File: src/rtl/rmc_pkg.sv
`default_nettype none
package rmc_pkg;

  localparam int VAL_W        = 16;
  localparam int PRM_W        = 8;
  localparam int MOD_BITS_DEF = 16;
  localparam int REG_IDX_W    = 3;

  localparam logic [REG_IDX_W-1:0] REG_CRT_MODE  = 3'd0;
  localparam logic [REG_IDX_W-1:0] REG_MODULUS   = 3'd1;
  localparam logic [REG_IDX_W-1:0] REG_EXPONENT  = 3'd2;
  localparam logic [REG_IDX_W-1:0] REG_PRIME_P   = 3'd3;
  localparam logic [REG_IDX_W-1:0] REG_PRIME_Q   = 3'd4;
  localparam logic [REG_IDX_W-1:0] REG_EXP_P     = 3'd5;
  localparam logic [REG_IDX_W-1:0] REG_EXP_Q     = 3'd6;
  localparam logic [REG_IDX_W-1:0] REG_Q_INVERSE = 3'd7;

  typedef enum logic [3:0] {
    ST_IDLE,
    ST_RED,
    ST_RED_W,
    ST_BIT,
    ST_MUL_W,
    ST_SQ_W,
    ST_M2P_W,
    ST_H_W,
    ST_FIN,
    ST_OUT
  } state_t;

  typedef struct packed {
    logic             start;
    logic [VAL_W-1:0] a;
    logic [VAL_W-1:0] b;
    logic [VAL_W-1:0] m;
  } mm_req_t;

  typedef struct packed {
    logic             done;
    logic [VAL_W-1:0] result;
  } mm_rsp_t;

endpackage
`default_nettype wire

File: src/rtl/rmc_modmul.sv
`default_nettype none
module rmc_modmul
  import rmc_pkg::*;
(
  input  wire logic    clk,
  input  wire logic    rst_n,
  input  wire mm_req_t req,
  output mm_rsp_t      rsp
);

  localparam int DVD_W = 2 * VAL_W;
  localparam int CNT_W = $clog2(DVD_W);
  localparam logic [CNT_W-1:0] CNT_LAST = CNT_W'(DVD_W - 1);

  logic             busy_r, busy_nxt;
  logic             done_r, done_nxt;
  logic [CNT_W-1:0] cnt_r, cnt_nxt;
  logic [DVD_W-1:0] dvd_r, dvd_nxt;
  logic [VAL_W-1:0] rem_r, rem_nxt;
  logic [VAL_W-1:0] m_r, m_nxt;
  logic [VAL_W:0]   trial;

  // restoring remainder, one dividend bit per cycle
  always_comb begin
    busy_nxt = busy_r;
    done_nxt = 1'b0;
    cnt_nxt  = cnt_r;
    dvd_nxt  = dvd_r;
    rem_nxt  = rem_r;
    m_nxt    = m_r;
    trial    = {rem_r, dvd_r[DVD_W-1]};
    if (busy_r) begin
      dvd_nxt = {dvd_r[DVD_W-2:0], 1'b0};
      if (trial >= {1'b0, m_r}) begin
        rem_nxt = VAL_W'(trial - {1'b0, m_r});
      end else begin
        rem_nxt = trial[VAL_W-1:0];
      end
      cnt_nxt = cnt_r + 1'b1;
      if (cnt_r == CNT_LAST) begin
        busy_nxt = 1'b0;
        done_nxt = 1'b1;
      end
    end else if (req.start) begin
      busy_nxt = 1'b1;
      cnt_nxt  = '0;
      dvd_nxt  = req.a * req.b;
      rem_nxt  = '0;
      m_nxt    = req.m;
    end
  end

  always_ff @(posedge clk) begin
    if (!rst_n) begin
      busy_r <= 1'b0;
      done_r <= 1'b0;
      cnt_r  <= '0;
    end else begin
      busy_r <= busy_nxt;
      done_r <= done_nxt;
      cnt_r  <= cnt_nxt;
    end
    dvd_r <= dvd_nxt;
    rem_r <= rem_nxt;
    m_r   <= m_nxt;
  end

  assign rsp.done   = done_r;
  assign rsp.result = rem_r;

  a_start_idle: assert property (@(posedge clk) disable iff (!rst_n)
    req.start |-> !busy_r)
    else $error("modmul started while busy");

  a_done_after_last: assert property (@(posedge clk) disable iff (!rst_n)
    (busy_r && cnt_r == CNT_LAST) |=> (done_r && !busy_r))
    else $error("modmul did not finish after last step");

  a_rem_reduced: assert property (@(posedge clk) disable iff (!rst_n)
    done_r |-> (rem_r < m_r))
    else $error("modmul remainder not below modulus");

endmodule
`default_nettype wire

File: src/rtl/rsa_modexp_crt.sv
`default_nettype none
// RSA modular exponentiation, plain or CRT. One shared modular multiplier
// (16x16 product, then a 32-step restoring remainder) does every multiply
// and sets the pace. Plain mode: 1 + N + popcount multiplies, N =
// min(MOD_BITS, 16) exponent bits. CRT mode: two 8-bit exponentiations
// plus a reduction and a multiply for recombination. A zero modulus or
// prime answers with 0. One item at a time; the next input is taken once
// the result sits in the output register.
module rsa_modexp_crt
  import rmc_pkg::*;
#(
  parameter int MOD_BITS = MOD_BITS_DEF
) (
  input  wire logic                 clk,
  input  wire logic                 rst_n,
  input  wire logic                 cfg_we,
  input  wire logic [REG_IDX_W-1:0] cfg_index,
  input  wire logic [VAL_W-1:0]     cfg_wdata,
  input  wire logic                 in_valid,
  output logic                      in_ready,
  input  wire logic [VAL_W-1:0]     in_value_in,
  output logic                      out_valid,
  input  wire logic                 out_ready,
  output logic [VAL_W-1:0]          out_value_out
);

  localparam int CNT_W = $clog2(VAL_W + 1);
  localparam logic [CNT_W-1:0] PLAIN_STEPS = CNT_W'((MOD_BITS < VAL_W) ? MOD_BITS : VAL_W);
  localparam logic [CNT_W-1:0] CRT_STEPS   = CNT_W'((MOD_BITS < PRM_W) ? MOD_BITS : PRM_W);

  logic             crt_mode_r;
  logic [VAL_W-1:0] modulus_r, exponent_r;
  logic [PRM_W-1:0] prime_p_r, prime_q_r, exp_p_r, exp_q_r, q_inverse_r;

  state_t           state_r, state_nxt;
  logic             phase_r, phase_nxt;
  logic [VAL_W-1:0] val_r, val_nxt;
  logic [VAL_W-1:0] mod_r, mod_nxt;
  logic [VAL_W-1:0] exp_r, exp_nxt;
  logic [CNT_W-1:0] cnt_r, cnt_nxt;
  logic [VAL_W-1:0] acc_r, acc_nxt;
  logic [VAL_W-1:0] sq_r, sq_nxt;
  logic [PRM_W-1:0] m1_r, m1_nxt;
  logic [PRM_W-1:0] m2_r, m2_nxt;
  logic [PRM_W-1:0] h_r, h_nxt;
  logic [VAL_W-1:0] res_r, res_nxt;
  logic             out_valid_r, out_valid_nxt;
  logic [VAL_W-1:0] out_value_r, out_value_nxt;

  logic [CNT_W-1:0]   step_lim;
  logic               in_xfer;
  logic               zero_key;
  logic               pow_done;
  logic [PRM_W:0]     dsum;
  logic [PRM_W-1:0]   diff;
  logic [2*PRM_W-1:0] hq;
  mm_req_t            mm_req;
  mm_rsp_t            mm_rsp;

  rmc_modmul u_modmul (
    .clk   (clk),
    .rst_n (rst_n),
    .req   (mm_req),
    .rsp   (mm_rsp)
  );

  always_ff @(posedge clk) begin
    if (!rst_n) begin
      crt_mode_r  <= 1'b0;
      modulus_r   <= VAL_W'(143);
      exponent_r  <= VAL_W'(7);
      prime_p_r   <= PRM_W'(13);
      prime_q_r   <= PRM_W'(11);
      exp_p_r     <= PRM_W'(7);
      exp_q_r     <= PRM_W'(3);
      q_inverse_r <= PRM_W'(6);
    end else if (cfg_we) begin
      case (cfg_index)
        REG_CRT_MODE:  crt_mode_r  <= cfg_wdata[0];
        REG_MODULUS:   modulus_r   <= cfg_wdata;
        REG_EXPONENT:  exponent_r  <= cfg_wdata;
        REG_PRIME_P:   prime_p_r   <= cfg_wdata[PRM_W-1:0];
        REG_PRIME_Q:   prime_q_r   <= cfg_wdata[PRM_W-1:0];
        REG_EXP_P:     exp_p_r     <= cfg_wdata[PRM_W-1:0];
        REG_EXP_Q:     exp_q_r     <= cfg_wdata[PRM_W-1:0];
        REG_Q_INVERSE: q_inverse_r <= cfg_wdata[PRM_W-1:0];
        default: ;
      endcase
    end
  end

  assign in_ready = (state_r == ST_IDLE);
  assign in_xfer  = in_valid && in_ready;
  assign step_lim = crt_mode_r ? CRT_STEPS : PLAIN_STEPS;
  assign pow_done = (cnt_r == step_lim);
  assign zero_key = crt_mode_r ? (prime_p_r == '0 || prime_q_r == '0) : (modulus_r == '0);

  // (m1 - m2 mod p) mod p, both operands already below p
  assign dsum = {1'b0, m1_r} + {1'b0, prime_p_r} - {1'b0, mm_rsp.result[PRM_W-1:0]};
  assign diff = (dsum >= {1'b0, prime_p_r}) ? PRM_W'(dsum - {1'b0, prime_p_r})
                                            : dsum[PRM_W-1:0];
  assign hq   = h_r * prime_q_r;

  always_comb begin
    state_nxt = state_r;
    case (state_r)
      ST_IDLE: begin
        if (in_xfer) state_nxt = zero_key ? ST_OUT : ST_RED;
      end
      ST_RED:   state_nxt = ST_RED_W;
      ST_RED_W: if (mm_rsp.done) state_nxt = ST_BIT;
      ST_BIT: begin
        if (pow_done) begin
          if (!crt_mode_r)   state_nxt = ST_OUT;
          else if (!phase_r) state_nxt = ST_RED;
          else               state_nxt = ST_M2P_W;
        end else begin
          state_nxt = exp_r[0] ? ST_MUL_W : ST_SQ_W;
        end
      end
      ST_MUL_W: if (mm_rsp.done) state_nxt = ST_SQ_W;
      ST_SQ_W:  if (mm_rsp.done) state_nxt = ST_BIT;
      ST_M2P_W: if (mm_rsp.done) state_nxt = ST_H_W;
      ST_H_W:   if (mm_rsp.done) state_nxt = ST_FIN;
      ST_FIN:   state_nxt = ST_OUT;
      ST_OUT:   if (!out_valid_r || out_ready) state_nxt = ST_IDLE;
      default:  state_nxt = ST_IDLE;
    endcase
  end

  always_comb begin
    phase_nxt     = phase_r;
    val_nxt       = val_r;
    mod_nxt       = mod_r;
    exp_nxt       = exp_r;
    cnt_nxt       = cnt_r;
    acc_nxt       = acc_r;
    sq_nxt        = sq_r;
    m1_nxt        = m1_r;
    m2_nxt        = m2_r;
    h_nxt         = h_r;
    res_nxt       = res_r;
    out_valid_nxt = out_valid_r && !out_ready;
    out_value_nxt = out_value_r;
    mm_req        = '0;
    case (state_r)
      ST_IDLE: begin
        if (in_xfer) begin
          val_nxt   = in_value_in;
          phase_nxt = 1'b0;
          res_nxt   = '0;
          if (crt_mode_r) begin
            mod_nxt = VAL_W'(prime_p_r);
            exp_nxt = VAL_W'(exp_p_r);
          end else begin
            mod_nxt = modulus_r;
            exp_nxt = exponent_r;
          end
        end
      end
      ST_RED: begin
        mm_req.start = 1'b1;
        mm_req.a     = val_r;
        mm_req.b     = VAL_W'(1);
        mm_req.m     = mod_r;
        acc_nxt      = (mod_r == VAL_W'(1)) ? '0 : VAL_W'(1);
        cnt_nxt      = '0;
      end
      ST_RED_W: if (mm_rsp.done) sq_nxt = mm_rsp.result;
      ST_BIT: begin
        if (pow_done) begin
          if (!crt_mode_r) begin
            res_nxt = acc_r;
          end else if (!phase_r) begin
            m1_nxt    = acc_r[PRM_W-1:0];
            phase_nxt = 1'b1;
            mod_nxt   = VAL_W'(prime_q_r);
            exp_nxt   = VAL_W'(exp_q_r);
          end else begin
            m2_nxt       = acc_r[PRM_W-1:0];
            mm_req.start = 1'b1;
            mm_req.a     = acc_r;
            mm_req.b     = VAL_W'(1);
            mm_req.m     = VAL_W'(prime_p_r);
          end
        end else begin
          mm_req.start = 1'b1;
          mm_req.a     = exp_r[0] ? acc_r : sq_r;
          mm_req.b     = sq_r;
          mm_req.m     = mod_r;
        end
      end
      ST_MUL_W: begin
        if (mm_rsp.done) begin
          acc_nxt      = mm_rsp.result;
          mm_req.start = 1'b1;
          mm_req.a     = sq_r;
          mm_req.b     = sq_r;
          mm_req.m     = mod_r;
        end
      end
      ST_SQ_W: begin
        if (mm_rsp.done) begin
          sq_nxt  = mm_rsp.result;
          exp_nxt = exp_r >> 1;
          cnt_nxt = cnt_r + 1'b1;
        end
      end
      ST_M2P_W: begin
        if (mm_rsp.done) begin
          mm_req.start = 1'b1;
          mm_req.a     = VAL_W'(q_inverse_r);
          mm_req.b     = VAL_W'(diff);
          mm_req.m     = VAL_W'(prime_p_r);
        end
      end
      ST_H_W: if (mm_rsp.done) h_nxt = mm_rsp.result[PRM_W-1:0];
      ST_FIN: res_nxt = VAL_W'(hq) + VAL_W'(m2_r);
      ST_OUT: begin
        if (!out_valid_r || out_ready) begin
          out_valid_nxt = 1'b1;
          out_value_nxt = res_r;
        end
      end
      default: ;
    endcase
  end

  always_ff @(posedge clk) begin
    if (!rst_n) begin
      state_r     <= ST_IDLE;
      phase_r     <= 1'b0;
      cnt_r       <= '0;
      out_valid_r <= 1'b0;
    end else begin
      state_r     <= state_nxt;
      phase_r     <= phase_nxt;
      cnt_r       <= cnt_nxt;
      out_valid_r <= out_valid_nxt;
    end
    val_r       <= val_nxt;
    mod_r       <= mod_nxt;
    exp_r       <= exp_nxt;
    acc_r       <= acc_nxt;
    sq_r        <= sq_nxt;
    m1_r        <= m1_nxt;
    m2_r        <= m2_nxt;
    h_r         <= h_nxt;
    res_r       <= res_nxt;
    out_value_r <= out_value_nxt;
  end

  assign out_valid     = out_valid_r;
  assign out_value_out = out_value_r;

  a_busy_after_xfer: assert property (@(posedge clk) disable iff (!rst_n)
    in_xfer |=> !in_ready)
    else $error("input taken while an item is in progress");

  a_cnt_bound: assert property (@(posedge clk) disable iff (!rst_n)
    (state_r == ST_BIT) |-> (cnt_r <= step_lim))
    else $error("exponent bit counter past limit");

  a_h_reduced: assert property (@(posedge clk) disable iff (!rst_n)
    (state_r == ST_FIN) |-> (h_r < prime_p_r))
    else $error("CRT coefficient not reduced modulo p");

endmodule
`default_nettype wire

File: config.mk
export PLATFORM = sky130hd
export DESIGN_NAME = rsa_modexp_crt
export DESIGN_NICKNAME = d
export VERILOG_FILES = /design/src/rtl/rmc_pkg.sv /design/src/rtl/rmc_modmul.sv /design/src/rtl/rsa_modexp_crt.sv
export SDC_FILE = /design/constraint.sdc
export NUM_CORES = 1
export LEC_CHECK = 0
export BUFFER_PORTS_ARGS = -buffer_cell sky130_fd_sc_hd__buf_4
export CELL_PAD_IN_SITES_DETAIL_PLACEMENT = 1
export CELL_PAD_IN_SITES_GLOBAL_PLACEMENT = 1
export CORE_MARGIN = 2
export CORE_UTILIZATION = 46
export CTS_BUF_LIST = sky130_fd_sc_hd__clkbuf_2 sky130_fd_sc_hd__clkbuf_4 sky130_fd_sc_hd__clkbuf_8
export DETAILED_ROUTE_END_ITERATION = 10
export PLACE_DENSITY = 0.79
export SLEW_MARGIN = 30
export SYNTH_ARGS = -nofsm -noshare
export SYNTH_HDL_FRONTEND = slang
export SYNTH_SLANG_ARGS = --single-unit
File: constraint.sdc
create_clock -name clk -period 18.4 [get_ports clk]
set_input_delay 0 -clock clk [delete_from_list [all_inputs] [get_ports clk]]
set_output_delay 0 -clock clk [all_outputs]
set_load 0.01 [all_outputs]
==> impl_metrics.env <==
export IMPL_outcome="complete, no violations"
export IMPL_grt_use_total=0.283
export IMPL_powerDensity_mw_per_mm2=120
export IMPL_initial_core_util=0.465
export IMPL_drtIter0Drc=1106
export IMPL_seq_area_frac_synth=0.320
export IMPL_p_leak_nw=11.8
export IMPL_crit_start="prime_p_r[1]"
export IMPL_synth_top_cell_by_area="edfxtp_1"
export IMPL_layout_drive_gt1_share=0.0869
export IMPL_finalSetupViolations=0
export IMPL_switching_share=0.438
export IMPL_pin_count=58
export IMPL_syn_cell_area_mm2=0.0244
export IMPL_routedWlPerCell_um=22.3
export IMPL_tritoncts="done"
export IMPL_yosysMostFrequentCell="nand2_1"
export IMPL_end_kind="flop"
export IMPL_clk_pin_slew_ps=70
export IMPL_core_area_mm2=0.0526
export IMPL_startpoint_type="flop"
export IMPL_criticalPathCategory="flop to flop"
export IMPL_detail_route_antenna_nets=0
export IMPL_clockBufferDepth=3
export IMPL_clkPwrFrac=0.208
export IMPL_antenna_found_initial=0
export IMPL_fmax_mhz=91.8
export IMPL_synth_edf_count=199
export IMPL_numCtsBuffers=52
export IMPL_syn_to_final_growth_pct=11.2
export IMPL_grt_pass1_vias=21500
export IMPL_fillerInstances=5935
export IMPL_r2r_start="prime_p_r[1]"
export IMPL_multi_input_area_mm2=0.0148
export IMPL_min_period_over_period=0.592
export IMPL_worst_pin_slew_ps=982
export IMPL_die_area_mm2=0.0549
export IMPL_synth_main_ff_cell="edfxtp_1"
export IMPL_synth_area_leaders="edfxtp_1 (24%), fa_1 (20%), ha_1 (9.0%)"
export IMPL_dieWidth_um=234
export IMPL_cp_top_family="adder cells"
export IMPL_rows=84
export IMPL_numPortBuffers=57
export IMPL_rsz0062_at_grt="no"
export IMPL_seqCellArea_mm2=0.00782
export IMPL_htreeDepth=2
export IMPL_seqPwrFrac=0.311
export IMPL_grt_overflow_total=0
export IMPL_worst_path_max_delay_cell="fa_1"
export IMPL_yosys_area_top_type_share=0.245
export IMPL_nNetsFinal=3091
export IMPL_via_per_inst=5.68
export IMPL_hold_path_class="input port to flop"
export IMPL_peakVddDrop_uv=87.9
export IMPL_min_from="in_value_in[1]"
export IMPL_dp_hpwl_um=57200
export IMPL_netlist_instances=2536
export IMPL_stdcell_count=3359
export IMPL_hold_buffers=54
export IMPL_antennaDiodeCount=0
export IMPL_drv_slew=0
export IMPL_die_h_um=234
export IMPL_yosysWarnings=0
export IMPL_min_period_ps=10900
export IMPL_path_max_fanout=16
export IMPL_clock_sinks=291
export IMPL_synth_nets=3000
export IMPL_syn_area_per_cell_um2=9.63
export IMPL_crit_top_cell="fa_1"
export IMPL_gp_congestion=0.992
export IMPL_ctsResizeCount=0
export IMPL_clock_skew_ps=33.7
export IMPL_cpPeakStageDelay_ps=600
export IMPL_relSlewSlack=0.345
export IMPL_cts_setup_buffers=0
export IMPL_drcViolationCount=0
export IMPL_fin_util=0.517
export IMPL_grt_pass1_wl_um=120000
export IMPL_drtPass1Iterations=5
export IMPL_crit_buf_inv=6
export IMPL_setup_tns_ps=0
export IMPL_ys_types=90
export IMPL_cap_viol_max_count=0
export IMPL_comb_power_share=0.481
export IMPL_critical_path_arrival_ps=11270
export IMPL_p_sw_w=0.00143
export IMPL_placedCellCount=3206
export IMPL_synth_common_cells="nand2_1 (433), inv_1 (373), fa_1 (248)"
export IMPL_hold_violations=0
export IMPL_grt_max_degree=90
export IMPL_internal_power_w=0.00183
export IMPL_async_flop_share=0
export IMPL_vias=19100
export IMPL_clock_latency_ps=660
export IMPL_worstPathRequired_ps=18770
export IMPL_ctsRootBufferMaster="clkbuf_8"
export IMPL_ys_ff_latch=291
export IMPL_wirelength_um=74900
==> metrics by stage <==
stage | power (W) | area [um^2] | setup WS (ps) | hold slack, ps
6_report | 0.00326 | 27200 | 7500 | 79.3
5_1_grt | 0.00345 | 27200 | 6880 | 72.7
3_5_place_dp | 0.00255 | 25500 | 7710 | 179
4_1_cts | 0.00325 | 27100 | 7620 | 23.0
3_3_place_gp | 0.00248 | 25400 | 8160 | 180
2_1_floorplan | 0.00207 | 24400 | 8710 | 98.9
==> registers in the layout, indices dropped and copies added, names as in the netlist, 16 cells and up <==
register,cells
out_value_out,16
modulus_r,16
sq_r,16
res_r,16
u_modmul.dvd_r,32
u_modmul.rem_r,16
exponent_r,16
u_modmul.m_r,16
val_r,16
exp_r,16
acc_r,16
mod_r,16
==> cell usage in the layout, fill, tap and decap left out, types with 27 or more instances in the layout <==
master / synthesis / final
nand2_1: 433 / 433
inv_1: 373 / 372
fa_1: 248 / 248
edfxtp_1: 199 / 199
nor2_1: 179 / 177
ha_1: 176 / 176
o21ai_0: 98 / 96
dfxtp_1: 92 / 91
buf_4: 5 / 75
and2_1: 63 / 63
clkbuf_8: 0 / 60
a21boi_0: 57 / 57
dlygate4sd3_1: 0 / 54
nand3_1: 46 / 46
a21oi_1: 44 / 44
nor2b_1: 32 / 32
xnor2_1: 31 / 31
mux2i_1: 27 / 27
==> layout make-up <==
| class | instances | area share |
|---|---|---|
| clock inverter | 25 | 0.00825 |
| clock buffer | 73 | 0.0340 |
| tap | 688 | 0.0317 |
| timing repair buffer | 131 | 0.0410 |
| inverter | 374 | 0.0518 |
| multi-input combinational | 1777 | 0.545 |
| sequential | 291 | 0.288 |
==> power groups by stage <==
stage | sequential [W] | combinational [W] | clock [W]
after global routing | 0.00102 | 0.00171 | 0.000716
after detailed placement | 0.00102 | 0.00153 | 0
final | 0.00101 | 0.00157 | 0.000676
after global placement | 0.00101 | 0.00147 | 0
after floorplan | 0.000960 | 0.00111 | 0
after CTS | 0.00101 | 0.00156 | 0.000688
==> path summary, 6_finish.rpt <==
path / endpoint / slack (ps) / cells after the start
hold / removal: val_r[1] / 80 / 2
setup reg to reg: u_modmul.dvd_r[31] / 7500 / 40
hold reg to reg: out_value_out[1] / 420 / 0
setup / recovery: u_modmul.dvd_r[31] / 7500 / 40
==> cell families after synthesis <==
group / Yosys count / synth area share
adders and majority gates: 424 / 0.294
xor gates and xnor gates: 56 / 0.0201
AOI/OAI and AO/OA: 394 / 0.118
and+or+nand+nor: 871 / 0.160
muxes: 32 / 0.0138
buffers and inverters: 468 / 0.0743
DFF: 291 / 0.320
==> metal layers <==
metal	share of wire	global-route usage	up-vias	wire [um]
met5	0	0	-	0
met4	0.040	0.112	0	3020
met3	0.058	0.0437	187	4330
met2	0.48	0.480	586	35800
met1	0.42	0.364	9770	31800
li1	-	-	8528	-
(Power assumes the default switching activity.)
